File: src/sv/mbph_pkg.sv
// Shared types, constants and codes for the meter ballistics block.
`default_nettype none

package mbph_pkg;

  // Width of every stored value and of the narrow output fields.
  localparam int VAL_W = 21;
  localparam int NARROW_W = 17;

  // Default width of the rate registers.
  localparam int DEF_RATE_BITS = 8;

  // Reset values of the rate registers, before masking to the register width.
  localparam int ATTACK_RST = 77;
  localparam int FALL_RST = 26;
  localparam int PEAK_FALL_RST = 13;

  typedef logic [VAL_W-1:0] val_t;

  // Channel ranges.
  localparam val_t FWD_MAX = val_t'(1500000);
  localparam val_t REF_MAX = val_t'(100000);
  localparam val_t TEMP_MAX = val_t'(100000);
  localparam val_t SWR_MIN = val_t'(1000);

  // Smallest step for shown values.
  localparam val_t FWD_MIN_STEP = val_t'(2000);
  localparam val_t REF_MIN_STEP = val_t'(200);
  localparam val_t SWR_MIN_STEP = val_t'(10);
  localparam val_t TEMP_MIN_STEP = val_t'(200);

  // Smallest step for peak markers.
  localparam val_t FWD_PEAK_MIN_STEP = val_t'(1000);
  localparam val_t REF_PEAK_MIN_STEP = val_t'(100);
  localparam val_t SWR_PEAK_MIN_STEP = val_t'(5);

  // Command codes.
  localparam logic [2:0] CMD_FWD = 3'd0;
  localparam logic [2:0] CMD_REF = 3'd1;
  localparam logic [2:0] CMD_SWR = 3'd2;
  localparam logic [2:0] CMD_TEMP = 3'd3;
  localparam logic [2:0] CMD_TICK = 3'd4;

  // Configuration register indexes.
  localparam int CFG_IDX_W = 2;
  localparam logic [CFG_IDX_W-1:0] CFG_ATTACK = 2'd0;
  localparam logic [CFG_IDX_W-1:0] CFG_FALL = 2'd1;
  localparam logic [CFG_IDX_W-1:0] CFG_PEAK_FALL = 2'd2;

  // Status of one lane for one tick.
  typedef struct packed {
    logic chg;
    logic moving;
  } lane_stat_t;

  // All architectural state that a request can change.
  typedef struct packed {
    val_t fwd_target;
    val_t ref_target;
    val_t swr_target;
    val_t temp_target;
    val_t fwd_shown;
    val_t ref_shown;
    val_t swr_shown;
    val_t temp_shown;
    val_t fwd_peak;
    val_t ref_peak;
    val_t swr_peak;
    logic running;
  } meter_state_t;

  // One result as it is held in the output register.
  typedef struct packed {
    logic [VAL_W-1:0] forward_display;
    logic [NARROW_W-1:0] reflected_display;
    logic [VAL_W-1:0] swr_display;
    logic [NARROW_W-1:0] temp_display;
    logic [VAL_W-1:0] forward_peak_out;
    logic [NARROW_W-1:0] reflected_peak_out;
    logic [VAL_W-1:0] swr_peak_out;
    logic animating;
    logic changed;
  } result_t;

endpackage

`default_nettype wire

File: src/sv/mbph_in_if.sv
// Input channel interface: command and sample value with valid/ready.
`default_nettype none

interface mbph_in_if;
  logic valid;
  logic ready;
  logic [2:0] cmd;
  logic [20:0] sample_value;

  modport source (output valid, output cmd, output sample_value, input ready);
  modport sink (input valid, input cmd, input sample_value, output ready);
endinterface

`default_nettype wire

File: src/sv/mbph_out_if.sv
// Result channel interface: shown values, peak markers and flags with valid/ready.
`default_nettype none

interface mbph_out_if;
  logic valid;
  logic ready;
  logic [20:0] forward_display;
  logic [16:0] reflected_display;
  logic [20:0] swr_display;
  logic [16:0] temp_display;
  logic [20:0] forward_peak_out;
  logic [16:0] reflected_peak_out;
  logic [20:0] swr_peak_out;
  logic animating;
  logic changed;

  modport source (
    output valid, output forward_display, output reflected_display, output swr_display,
    output temp_display, output forward_peak_out, output reflected_peak_out,
    output swr_peak_out, output animating, output changed, input ready
  );
  modport sink (
    input valid, input forward_display, input reflected_display, input swr_display,
    input temp_display, input forward_peak_out, input reflected_peak_out,
    input swr_peak_out, input animating, input changed, output ready
  );
endinterface

`default_nettype wire

File: src/sv/mbph_shown_lane.sv
// One tick of attack/decay movement of a shown value toward its target.
`default_nettype none

module mbph_shown_lane #(
  parameter int RATE_BITS = mbph_pkg::DEF_RATE_BITS
) (
  input  mbph_pkg::val_t       cur_i,
  input  mbph_pkg::val_t       target_i,
  input  mbph_pkg::val_t       min_step_i,
  input  logic [RATE_BITS-1:0] up_rate_i,
  input  logic [RATE_BITS-1:0] down_rate_i,
  output mbph_pkg::val_t       nxt_o,
  output mbph_pkg::lane_stat_t stat_o
);
  import mbph_pkg::*;

  logic                       rising;
  val_t                       span;
  logic [RATE_BITS-1:0]       rate;
  logic [VAL_W+RATE_BITS-1:0] prod;
  val_t                       frac;
  val_t                       step;

  // Distance and the rate that applies in this direction.
  assign rising = cur_i < target_i;
  assign span   = rising ? (target_i - cur_i) : (cur_i - target_i);
  assign rate   = rising ? up_rate_i : down_rate_i;

  // Truncated fraction of the distance, no smaller than the minimum step.
  assign prod = {{RATE_BITS{1'b0}}, span} * {{VAL_W{1'b0}}, rate};
  assign frac = prod[VAL_W+RATE_BITS-1:RATE_BITS];
  assign step = (frac > min_step_i) ? frac : min_step_i;

  // Move, never passing the target; a short distance snaps without keeping the meter busy.
  always_comb begin
    if (span < min_step_i) begin
      nxt_o         = target_i;
      stat_o.chg    = cur_i != target_i;
      stat_o.moving = 1'b0;
    end else begin
      if (step >= span) begin
        nxt_o = target_i;
      end else if (rising) begin
        nxt_o = cur_i + step;
      end else begin
        nxt_o = cur_i - step;
      end
      stat_o.chg    = 1'b1;
      stat_o.moving = 1'b1;
    end
  end

endmodule

`default_nettype wire

File: src/sv/mbph_peak_lane.sv
// One tick of fall of a peak marker toward its target.
`default_nettype none

module mbph_peak_lane #(
  parameter int RATE_BITS = mbph_pkg::DEF_RATE_BITS
) (
  input  mbph_pkg::val_t       peak_i,
  input  mbph_pkg::val_t       target_i,
  input  mbph_pkg::val_t       min_step_i,
  input  logic [RATE_BITS-1:0] rate_i,
  output mbph_pkg::val_t       nxt_o,
  output mbph_pkg::lane_stat_t stat_o
);
  import mbph_pkg::*;

  logic                       above;
  val_t                       span;
  logic [VAL_W+RATE_BITS-1:0] prod;
  val_t                       frac;
  val_t                       step;

  assign above = peak_i > target_i;
  assign span  = peak_i - target_i;

  // Truncated fraction of the distance, no smaller than the minimum step.
  assign prod = {{RATE_BITS{1'b0}}, span} * {{VAL_W{1'b0}}, rate_i};
  assign frac = prod[VAL_W+RATE_BITS-1:RATE_BITS];
  assign step = (frac > min_step_i) ? frac : min_step_i;

  // Only a peak above its target falls.
  always_comb begin
    if (above) begin
      nxt_o         = (step >= span) ? target_i : (peak_i - step);
      stat_o.chg    = 1'b1;
      stat_o.moving = 1'b1;
    end else begin
      nxt_o         = peak_i;
      stat_o.chg    = 1'b0;
      stat_o.moving = 1'b0;
    end
  end

endmodule

`default_nettype wire

File: src/sv/meter_ballistics_peak_hold.sv
// Top level of the four-channel meter smoother with peak hold.
//
//  Port group | Direction | Contents
//  -----------+-----------+-------------------------------------------------------
//  in_ch      | sink      | cmd, sample_value; valid/ready
//  out_ch     | source    | four shown values, three peaks, animating, changed
//  cfg_*      | write     | cfg_we, cfg_index, cfg_wdata (attack, fall, peak fall)
//
// One request is accepted in every cycle while out_ch takes its results; the request
// is captured in an input register, worked out in one pass through seven parallel
// lanes (one multiply each) and stored in the result register, from which it is
// presented.
// Reset is synchronous and returns the meter to rest with the default rates.
// While the result is not taken, one more request is held in the input register
// and then in_ch.ready falls; nothing is lost or repeated.
`default_nettype none

module meter_ballistics_peak_hold #(
  parameter int RATE_BITS = mbph_pkg::DEF_RATE_BITS
) (
  input  logic                              clk,
  input  logic                              rst_n,
  mbph_in_if.sink                           in_ch,
  mbph_out_if.source                        out_ch,
  input  logic                              cfg_we,
  input  logic [mbph_pkg::CFG_IDX_W-1:0]    cfg_index,
  input  logic [RATE_BITS-1:0]              cfg_wdata
);
  import mbph_pkg::*;

  // Rate registers.
  logic [RATE_BITS-1:0] attack_rate_r;
  logic [RATE_BITS-1:0] fall_rate_r;
  logic [RATE_BITS-1:0] peak_fall_rate_r;

  // Input register.
  logic       s1_valid_r;
  logic [2:0] s1_cmd_r;
  val_t       s1_value_r;
  logic       s1_adv;
  logic       commit;

  // Result register.
  logic    out_valid_r;
  result_t out_r;
  result_t out_nxt;

  // Meter state.
  meter_state_t st_r;
  meter_state_t st_nxt;
  logic         chg_c;

  // Lane results.
  val_t       fwd_shown_mv, ref_shown_mv, swr_shown_mv, temp_shown_mv;
  val_t       fwd_peak_mv, ref_peak_mv, swr_peak_mv;
  lane_stat_t fwd_s_st, ref_s_st, swr_s_st, temp_s_st;
  lane_stat_t fwd_p_st, ref_p_st, swr_p_st;
  logic       tick_chg, tick_moving;

  // Clamped sample values.
  val_t fwd_clamp, ref_clamp, swr_clamp, temp_clamp;

  // Configuration writes.
  always_ff @(posedge clk) begin
    if (!rst_n) begin
      attack_rate_r    <= RATE_BITS'(ATTACK_RST);
      fall_rate_r      <= RATE_BITS'(FALL_RST);
      peak_fall_rate_r <= RATE_BITS'(PEAK_FALL_RST);
    end else if (cfg_we) begin
      case (cfg_index)
        CFG_ATTACK:    attack_rate_r    <= cfg_wdata;
        CFG_FALL:      fall_rate_r      <= cfg_wdata;
        CFG_PEAK_FALL: peak_fall_rate_r <= cfg_wdata;
        default: ;
      endcase
    end
  end

  // Handshake: the input register moves on whenever the result register is free.
  assign s1_adv      = !out_valid_r || out_ch.ready;
  assign in_ch.ready = !s1_valid_r || s1_adv;
  assign commit      = s1_valid_r && s1_adv;

  always_ff @(posedge clk) begin
    if (!rst_n) begin
      s1_valid_r <= 1'b0;
    end else if (in_ch.ready) begin
      s1_valid_r <= in_ch.valid;
    end
  end

  always_ff @(posedge clk) begin
    if (in_ch.ready && in_ch.valid) begin
      s1_cmd_r   <= in_ch.cmd;
      s1_value_r <= in_ch.sample_value;
    end
  end

  // Shown value lanes.
  mbph_shown_lane #(.RATE_BITS(RATE_BITS)) u_fwd_shown (
    .cur_i(st_r.fwd_shown), .target_i(st_r.fwd_target), .min_step_i(FWD_MIN_STEP),
    .up_rate_i(attack_rate_r), .down_rate_i(fall_rate_r),
    .nxt_o(fwd_shown_mv), .stat_o(fwd_s_st)
  );
  mbph_shown_lane #(.RATE_BITS(RATE_BITS)) u_ref_shown (
    .cur_i(st_r.ref_shown), .target_i(st_r.ref_target), .min_step_i(REF_MIN_STEP),
    .up_rate_i(attack_rate_r), .down_rate_i(fall_rate_r),
    .nxt_o(ref_shown_mv), .stat_o(ref_s_st)
  );
  mbph_shown_lane #(.RATE_BITS(RATE_BITS)) u_swr_shown (
    .cur_i(st_r.swr_shown), .target_i(st_r.swr_target), .min_step_i(SWR_MIN_STEP),
    .up_rate_i(attack_rate_r), .down_rate_i(fall_rate_r),
    .nxt_o(swr_shown_mv), .stat_o(swr_s_st)
  );
  mbph_shown_lane #(.RATE_BITS(RATE_BITS)) u_temp_shown (
    .cur_i(st_r.temp_shown), .target_i(st_r.temp_target), .min_step_i(TEMP_MIN_STEP),
    .up_rate_i(attack_rate_r), .down_rate_i(fall_rate_r),
    .nxt_o(temp_shown_mv), .stat_o(temp_s_st)
  );

  // Peak marker lanes.
  mbph_peak_lane #(.RATE_BITS(RATE_BITS)) u_fwd_peak (
    .peak_i(st_r.fwd_peak), .target_i(st_r.fwd_target), .min_step_i(FWD_PEAK_MIN_STEP),
    .rate_i(peak_fall_rate_r), .nxt_o(fwd_peak_mv), .stat_o(fwd_p_st)
  );
  mbph_peak_lane #(.RATE_BITS(RATE_BITS)) u_ref_peak (
    .peak_i(st_r.ref_peak), .target_i(st_r.ref_target), .min_step_i(REF_PEAK_MIN_STEP),
    .rate_i(peak_fall_rate_r), .nxt_o(ref_peak_mv), .stat_o(ref_p_st)
  );
  mbph_peak_lane #(.RATE_BITS(RATE_BITS)) u_swr_peak (
    .peak_i(st_r.swr_peak), .target_i(st_r.swr_target), .min_step_i(SWR_PEAK_MIN_STEP),
    .rate_i(peak_fall_rate_r), .nxt_o(swr_peak_mv), .stat_o(swr_p_st)
  );

  assign tick_chg = fwd_s_st.chg || ref_s_st.chg || swr_s_st.chg || temp_s_st.chg ||
                    fwd_p_st.chg || ref_p_st.chg || swr_p_st.chg;
  assign tick_moving = fwd_s_st.moving || ref_s_st.moving || swr_s_st.moving ||
                       temp_s_st.moving || fwd_p_st.moving || ref_p_st.moving ||
                       swr_p_st.moving;

  // Sample clamps to the channel ranges.
  assign fwd_clamp  = (s1_value_r > FWD_MAX) ? FWD_MAX : s1_value_r;
  assign ref_clamp  = (s1_value_r > REF_MAX) ? REF_MAX : s1_value_r;
  assign swr_clamp  = (s1_value_r < SWR_MIN) ? SWR_MIN : s1_value_r;
  assign temp_clamp = (s1_value_r > TEMP_MAX) ? TEMP_MAX : s1_value_r;

  // Next state for the request in the input register.
  always_comb begin
    st_nxt = st_r;
    chg_c  = 1'b0;
    case (s1_cmd_r)
      CMD_FWD: begin
        st_nxt.fwd_target = fwd_clamp;
        st_nxt.running    = 1'b1;
        if (fwd_clamp > st_r.fwd_peak) begin
          st_nxt.fwd_peak = fwd_clamp;
          chg_c           = 1'b1;
        end
      end
      CMD_REF: begin
        st_nxt.ref_target = ref_clamp;
        st_nxt.running    = 1'b1;
        if (ref_clamp > st_r.ref_peak) begin
          st_nxt.ref_peak = ref_clamp;
          chg_c           = 1'b1;
        end
      end
      CMD_SWR: begin
        st_nxt.swr_target = swr_clamp;
        st_nxt.running    = 1'b1;
        if (swr_clamp > st_r.swr_peak) begin
          st_nxt.swr_peak = swr_clamp;
          chg_c           = 1'b1;
        end
      end
      CMD_TEMP: begin
        st_nxt.temp_target = temp_clamp;
        st_nxt.running     = 1'b1;
      end
      CMD_TICK: begin
        if (st_r.running) begin
          st_nxt.fwd_shown  = fwd_shown_mv;
          st_nxt.ref_shown  = ref_shown_mv;
          st_nxt.swr_shown  = swr_shown_mv;
          st_nxt.temp_shown = temp_shown_mv;
          st_nxt.fwd_peak   = fwd_peak_mv;
          st_nxt.ref_peak   = ref_peak_mv;
          st_nxt.swr_peak   = swr_peak_mv;
          st_nxt.running    = tick_moving;
          chg_c             = tick_chg;
        end
      end
      default: ;
    endcase
  end

  // State is updated as the request passes into the result register.
  always_ff @(posedge clk) begin
    if (!rst_n) begin
      st_r.fwd_target  <= '0;
      st_r.ref_target  <= '0;
      st_r.swr_target  <= SWR_MIN;
      st_r.temp_target <= '0;
      st_r.fwd_shown   <= '0;
      st_r.ref_shown   <= '0;
      st_r.swr_shown   <= SWR_MIN;
      st_r.temp_shown  <= '0;
      st_r.fwd_peak    <= '0;
      st_r.ref_peak    <= '0;
      st_r.swr_peak    <= SWR_MIN;
      st_r.running     <= 1'b0;
    end else if (commit) begin
      st_r <= st_nxt;
    end
  end

  // Result built from the updated state.
  always_comb begin
    out_nxt.forward_display    = st_nxt.fwd_shown;
    out_nxt.reflected_display  = st_nxt.ref_shown[NARROW_W-1:0];
    out_nxt.swr_display        = st_nxt.swr_shown;
    out_nxt.temp_display       = st_nxt.temp_shown[NARROW_W-1:0];
    out_nxt.forward_peak_out   = st_nxt.fwd_peak;
    out_nxt.reflected_peak_out = st_nxt.ref_peak[NARROW_W-1:0];
    out_nxt.swr_peak_out       = st_nxt.swr_peak;
    out_nxt.animating          = st_nxt.running;
    out_nxt.changed            = chg_c;
  end

  // Result register.
  always_ff @(posedge clk) begin
    if (!rst_n) begin
      out_valid_r <= 1'b0;
    end else if (s1_adv) begin
      out_valid_r <= s1_valid_r;
    end
  end

  always_ff @(posedge clk) begin
    if (commit) begin
      out_r <= out_nxt;
    end
  end

  assign out_ch.valid              = out_valid_r;
  assign out_ch.forward_display    = out_r.forward_display;
  assign out_ch.reflected_display  = out_r.reflected_display;
  assign out_ch.swr_display        = out_r.swr_display;
  assign out_ch.temp_display       = out_r.temp_display;
  assign out_ch.forward_peak_out   = out_r.forward_peak_out;
  assign out_ch.reflected_peak_out = out_r.reflected_peak_out;
  assign out_ch.swr_peak_out       = out_r.swr_peak_out;
  assign out_ch.animating          = out_r.animating;
  assign out_ch.changed            = out_r.changed;

  // A tick that moves nothing leaves the meter at rest.
  a_tick_settles: assert property (@(posedge clk) disable iff (!rst_n)
    (commit && s1_cmd_r == CMD_TICK && !chg_c) |=> !st_r.running)
    else $error("meter still animating after a tick that moved nothing");

  // Peak markers never fall below their targets.
  a_peak_above_target: assert property (@(posedge clk) disable iff (!rst_n)
    (st_r.fwd_peak >= st_r.fwd_target) && (st_r.ref_peak >= st_r.ref_target) &&
    (st_r.swr_peak >= st_r.swr_target))
    else $error("peak marker below its target");

  // The shown SWR stays within its range.
  a_swr_floor: assert property (@(posedge clk) disable iff (!rst_n)
    (st_r.swr_shown >= SWR_MIN) && (st_r.swr_target >= SWR_MIN))
    else $error("SWR below its floor");

  // A result is only presented for a request that passed through the input register.
  a_result_source: assert property (@(posedge clk) disable iff (!rst_n)
    (s1_adv && !s1_valid_r) |=> !out_valid_r)
    else $error("result register filled without a request");

endmodule

`default_nettype wire
File: src/flat_wrapper.sv
// flat-port wrapper written by rule: the top's interface ports become plain ports
module meter_ballistics_peak_hold_flat import mbph_pkg::*;
#(
  parameter int RATE_BITS = mbph_pkg::DEF_RATE_BITS
)
  (clk, rst_n, cfg_we, cfg_index, cfg_wdata, in_ch_valid, in_ch_cmd, in_ch_sample_value, in_ch_ready, out_ch_valid, out_ch_forward_display, out_ch_reflected_display, out_ch_swr_display, out_ch_temp_display, out_ch_forward_peak_out, out_ch_reflected_peak_out, out_ch_swr_peak_out, out_ch_animating, out_ch_changed, out_ch_ready);
  mbph_in_if in_ch_i ();
  mbph_out_if out_ch_i ();
  input  logic clk;
  input  logic rst_n;
  input  logic cfg_we;
  input  logic [mbph_pkg::CFG_IDX_W-1:0] cfg_index;
  input  logic [RATE_BITS-1:0] cfg_wdata;
  input wire logic [$bits(in_ch_i.valid)-1:0] in_ch_valid;
  input wire logic [$bits(in_ch_i.cmd)-1:0] in_ch_cmd;
  input wire logic [$bits(in_ch_i.sample_value)-1:0] in_ch_sample_value;
  output wire logic [$bits(in_ch_i.ready)-1:0] in_ch_ready;
  output wire logic [$bits(out_ch_i.valid)-1:0] out_ch_valid;
  output wire logic [$bits(out_ch_i.forward_display)-1:0] out_ch_forward_display;
  output wire logic [$bits(out_ch_i.reflected_display)-1:0] out_ch_reflected_display;
  output wire logic [$bits(out_ch_i.swr_display)-1:0] out_ch_swr_display;
  output wire logic [$bits(out_ch_i.temp_display)-1:0] out_ch_temp_display;
  output wire logic [$bits(out_ch_i.forward_peak_out)-1:0] out_ch_forward_peak_out;
  output wire logic [$bits(out_ch_i.reflected_peak_out)-1:0] out_ch_reflected_peak_out;
  output wire logic [$bits(out_ch_i.swr_peak_out)-1:0] out_ch_swr_peak_out;
  output wire logic [$bits(out_ch_i.animating)-1:0] out_ch_animating;
  output wire logic [$bits(out_ch_i.changed)-1:0] out_ch_changed;
  input wire logic [$bits(out_ch_i.ready)-1:0] out_ch_ready;
  assign in_ch_i.valid = in_ch_valid;
  assign in_ch_i.cmd = in_ch_cmd;
  assign in_ch_i.sample_value = in_ch_sample_value;
  assign in_ch_ready = in_ch_i.ready;
  assign out_ch_valid = out_ch_i.valid;
  assign out_ch_forward_display = out_ch_i.forward_display;
  assign out_ch_reflected_display = out_ch_i.reflected_display;
  assign out_ch_swr_display = out_ch_i.swr_display;
  assign out_ch_temp_display = out_ch_i.temp_display;
  assign out_ch_forward_peak_out = out_ch_i.forward_peak_out;
  assign out_ch_reflected_peak_out = out_ch_i.reflected_peak_out;
  assign out_ch_swr_peak_out = out_ch_i.swr_peak_out;
  assign out_ch_animating = out_ch_i.animating;
  assign out_ch_changed = out_ch_i.changed;
  assign out_ch_i.ready = out_ch_ready;
  meter_ballistics_peak_hold #(.RATE_BITS(RATE_BITS)) u_core (.clk(clk), .rst_n(rst_n), .in_ch(in_ch_i), .out_ch(out_ch_i), .cfg_we(cfg_we), .cfg_index(cfg_index), .cfg_wdata(cfg_wdata));
endmodule
File: config.mk
export PLATFORM = sky130hd
export DESIGN_NAME = meter_ballistics_peak_hold_flat
export DESIGN_NICKNAME = d
export VERILOG_FILES = /design/src/sv/mbph_pkg.sv /design/src/sv/mbph_in_if.sv /design/src/sv/mbph_out_if.sv /design/src/sv/mbph_shown_lane.sv /design/src/sv/mbph_peak_lane.sv /design/src/sv/meter_ballistics_peak_hold.sv /design/src/flat_wrapper.sv
export SDC_FILE = /design/constraint.sdc
export NUM_CORES = 2
export LEC_CHECK = 0
export ABC_AREA = 1
export BUFFER_PORTS_ARGS = -buffer_cell sky130_fd_sc_hd__buf_2
export CAP_MARGIN = 5
export CORE_UTILIZATION = 40
export CTS_BUF_LIST = sky130_fd_sc_hd__clkbuf_8
export CTS_CLUSTER_DIAMETER = 50
export DETAILED_ROUTE_END_ITERATION = 8
export REMOVE_ABC_BUFFERS = 1
export SYNTH_ARGS = -nofsm -noshare
export SYNTH_HDL_FRONTEND = slang
export SYNTH_SLANG_ARGS = --single-unit
export TNS_END_PERCENT = 50
File: constraint.sdc
create_clock -name clk -period 26.8 [get_ports clk]
set_clock_uncertainty 0.05 [all_clocks]
set_input_delay 1.34 -clock clk [delete_from_list [all_inputs] [get_ports clk]]
set_output_delay 1.34 -clock clk [all_outputs]
set_load 0.01 [all_outputs]
==> flow_summary.ini <==
[flow_run]
cap_violations = 0

[routing]
post_drt_wl_per_cell_um = 21.4
viasPerCell = 5.51
firstDrtPassIters = 8
drcViolationCount = 0
drtIter0Drc = 6971
routed_wl_um = 294000
vias = 75600
ant_nets = 0

[clock_network]
postCtsHoldBufs = 0
cts.sinks = 419
cts.repair.resized = 0
htree_levels = 3
cts_tree = built
postCtsSetupBuffers = 0
clk_latency_ns = 0.85
clk_pin_slew_worst_paths_ns = 0.06
root_buffer = clkbuf_8
numCtsBuffers = 87
cts_buffer_depth = 3

[die]
dieHeight_um = 445
io_pins = 178
die-area_um2 = 198000
fp.coreArea_um2 = 195000
start_util = 0.403
die_w_um = 445
row_count = 162

[hold_path]
min-delay-start = u_core.st_r[168]
holdPathStages = 2
min_path_type = flop to flop
hold_path_end = u_core.st_r[168]

[logic_synthesis]
synth_edf_count = 161
synth_flop_cell = dfxtp_1
syn_avg_cell_area_um2 = 7.17
yosysTopAreaCell = fa_1
async_flop_share = 0
syn_area_um2 = 78500
yosysSeqAreaShare = 0.127
yosys_warnings = 0
yosysUniqueCellTypes = 81
ys_top_cells_by_area = fa_1 21%, ha_1 14%, inv_1 9.8%, nand2_1 9.2%, dfxtp_1 6.6%
yosys_register_bits = 419
syn_inst = 11000
synth_top_area_share = 0.206

[global_route]
antenna_found_initial = 18
grt_pass1_vias = 73900
overflow = 0
grt.total_usage = 0.292
grt_max_degree = 115
grt_pass1_wl_um = 444000

[timing]
hold_violations = 0
clock.fmax_mhz = 68.3
rsz0062_at_grt = false
whs_ns = 0.432
final-setup-viol-count = 0
slew_viol_final = 0
relSlewSlack = 0.0592
post-route-min-period_ns = 14.64
fin_setup_tns_ns = 0
min_period_over_period = 0.546
tightest_slew_ns = 1.40

[critical_path]
crit_path_frequent_cell = nor2_1
crit_path_end_kind = flop
crit_type = flop to flop
slowest_stage = o21ai_0
r2r_end = u_core.st_r[126]
crit_required_ns = 27.43
timing.rr.start = u_core.st_r[107]
crit_fanout = 46
start_kind = flop
r2r_cells = 66
critical-path-max-stage-delay_ns = 1.23
r2r_slack_ns = 12.16
crit_arrival_ns = 15.27

[layout]
layout-drive-gt1-share = 0.0581
final_util = 0.432
area_delta_synth_final_pct = 7.28
final_nets = 12800
fin_area_um2 = 84200

[place]
gp_congestion = 1.04
port_buffers = 177
dp_hpwl_um = 243000
placed_area_um2 = 82300

[run_status]
status = complete, no violations
-- worst max-delay path by stage --
stage	from	end	slack, ns
3_5_place_dp	u_core.st_r[107]	u_core.st_r[126]	12.33
4_1_cts	u_core.st_r[107]	u_core.st_r[126]	12.29
2_1_floorplan	u_core.s1_cmd_r[1]	u_core.st_r[81]	15.71
3_3_place_gp	u_core.st_r[107]	u_core.st_r[126]	12.46
5_1_grt	u_core.st_r[107]	u_core.st_r[126]	11.27
6_report	u_core.st_r[107]	u_core.st_r[126]	12.16
-- cells in the mapped netlist, types with 15 or more instances --
cell type,instances
nand4_1,97
nand2_1,1923
inv_2,26
o221ai_1,45
a221oi_1,15
nand3_2,16
nor2_2,19
clkinv_1,36
o2111ai_1,16
a31oi_1,39
o21ai_1,59
a211oi_1,31
o21a_1,21
nand2_2,61
a21o_1,24
ha_1,898
nor4_1,46
fa_1,809
xnor2_1,119
or2_2,35
buf_2,25
edfxtp_1,161
nor2_1,1143
dfxtp_1,258
a21oi_1,940
o21bai_1,43
o21ai_0,744
clkbuf_1,235
inv_1,2052
nand3_1,330
mux2i_1,20
nand3b_1,31
o211ai_1,73
nor3_1,102
xor2_1,283
-- layout make-up --
type / count / area, um^2
fillers: 20300 / 111000
multi-input cells: 8136 / 59400
flip-flops and latches: 419 / 10000
inverters: 2116 / 7960
well taps: 2624 / 3280
repair buffers: 270 / 1600
clock buffers: 98 / 1350
clock inverters: 62 / 539
diodes: 9 / 22.5
-- routing by layer --
layer / track usage / vias up / part of all wire
met5: 0 / - / 0.00016
met4: 0.136 / 8 / 0.052
met3: 0.0400 / 546 / 0.079
met2: 0.454 / 3192 / 0.44
met1: 0.399 / 36600 / 0.43
li1: - / 35200 / -
-- placed cells by master, fill, tap and decap left out, types with 11 or more instances in the layout --
| cell | count |
|---|---|
| clkinv_1 | 44 |
| a31oi_1 | 39 |
| a211oi_1 | 31 |
| o21bai_1 | 43 |
| nor2_2 | 24 |
| xnor2_1 | 119 |
| clkinv_2 | 11 |
| nand3_1 | 330 |
| inv_1 | 2070 |
| a21o_1 | 24 |
| ha_1 | 898 |
| clkbuf_8 | 98 |
| o221ai_1 | 45 |
| o21ai_1 | 59 |
| nand3b_1 | 31 |
| nor4_1 | 46 |
| a21oi_1 | 940 |
| nor2_1 | 1136 |
| fa_1 | 809 |
| o211ai_1 | 73 |
| nand2_2 | 61 |
| dfxtp_1 | 253 |
| nand3_2 | 16 |
| o21ai_0 | 743 |
| nand4_1 | 97 |
| nor2_4 | 14 |
| o2111ai_1 | 16 |
| buf_4 | 92 |
| or2_2 | 35 |
| inv_2 | 25 |
| nor3_1 | 102 |
| nand2_1 | 1922 |
| buf_2 | 177 |
| o21a_1 | 21 |
| a21boi_0 | 11 |
| edfxtp_1 | 161 |
| mux2i_1 | 20 |
| a221oi_1 | 15 |
| o21ai_2 | 13 |
| xor2_1 | 283 |
-- flip-flops by register name, summed over array words and instances, names as in the netlist --
name and flops:
u_core.out_ch.temp_display 17, u_core.out_ch.valid 1, u_core.out_ch.swr_display 21, u_core.out_ch.reflected_peak_out 17
u_core.out_ch.reflected_display 17, u_core.s1_valid_r 1, u_core.out_ch.forward_peak_out 21, u_core.st_r 232
u_core.out_ch.forward_display 21, u_core.out_ch.animating 1, u_core.s1_cmd_r 3, u_core.out_ch.swr_peak_out 21
u_core.attack_rate_r 8, u_core.s1_value_r 21, u_core.peak_fall_rate_r 8, u_core.out_ch.changed 1
u_core.fall_rate_r 8
-- critical path: cells and delay by family, from the launching register on --
family,cells,cell delay [ns]
simple gates,31,4.78
fa+ha+maj,8,3.33
compound gates,12,2.95
buf+inv,11,1.83
xor+xnor,4,0.95
flops,1,0.52
-- cell families (layout without fill, tap and decap cells) --
group,Yosys count,after routing,synth area share
AOI/OAI and AO/OA,2134,2134,0.150
and+or+nand+nor,3860,3860,0.207
adders and majority gates,1707,1707,0.350
muxes,20,20,0.00255
other,1,13,0.0000478
DFF,419,419,0.127
buffers and inverters,2398,2546,0.116
xor gates and xnor gates,411,411,0.0467
-- metrics by stage --
step | worst slack [ns] | instances
3_3_place_gp | 12.46 | 13600
2_1_floorplan | 15.71 | 10700
6_report | 12.16 | 13700
5_1_grt | 11.27 | 13700
4_1_cts | 12.29 | 13700
3_5_place_dp | 12.33 | 13600
Power is left out: the tool's default activity adds up to more than one toggle a clock period on the data nets, which glitch-free logic cannot reach.
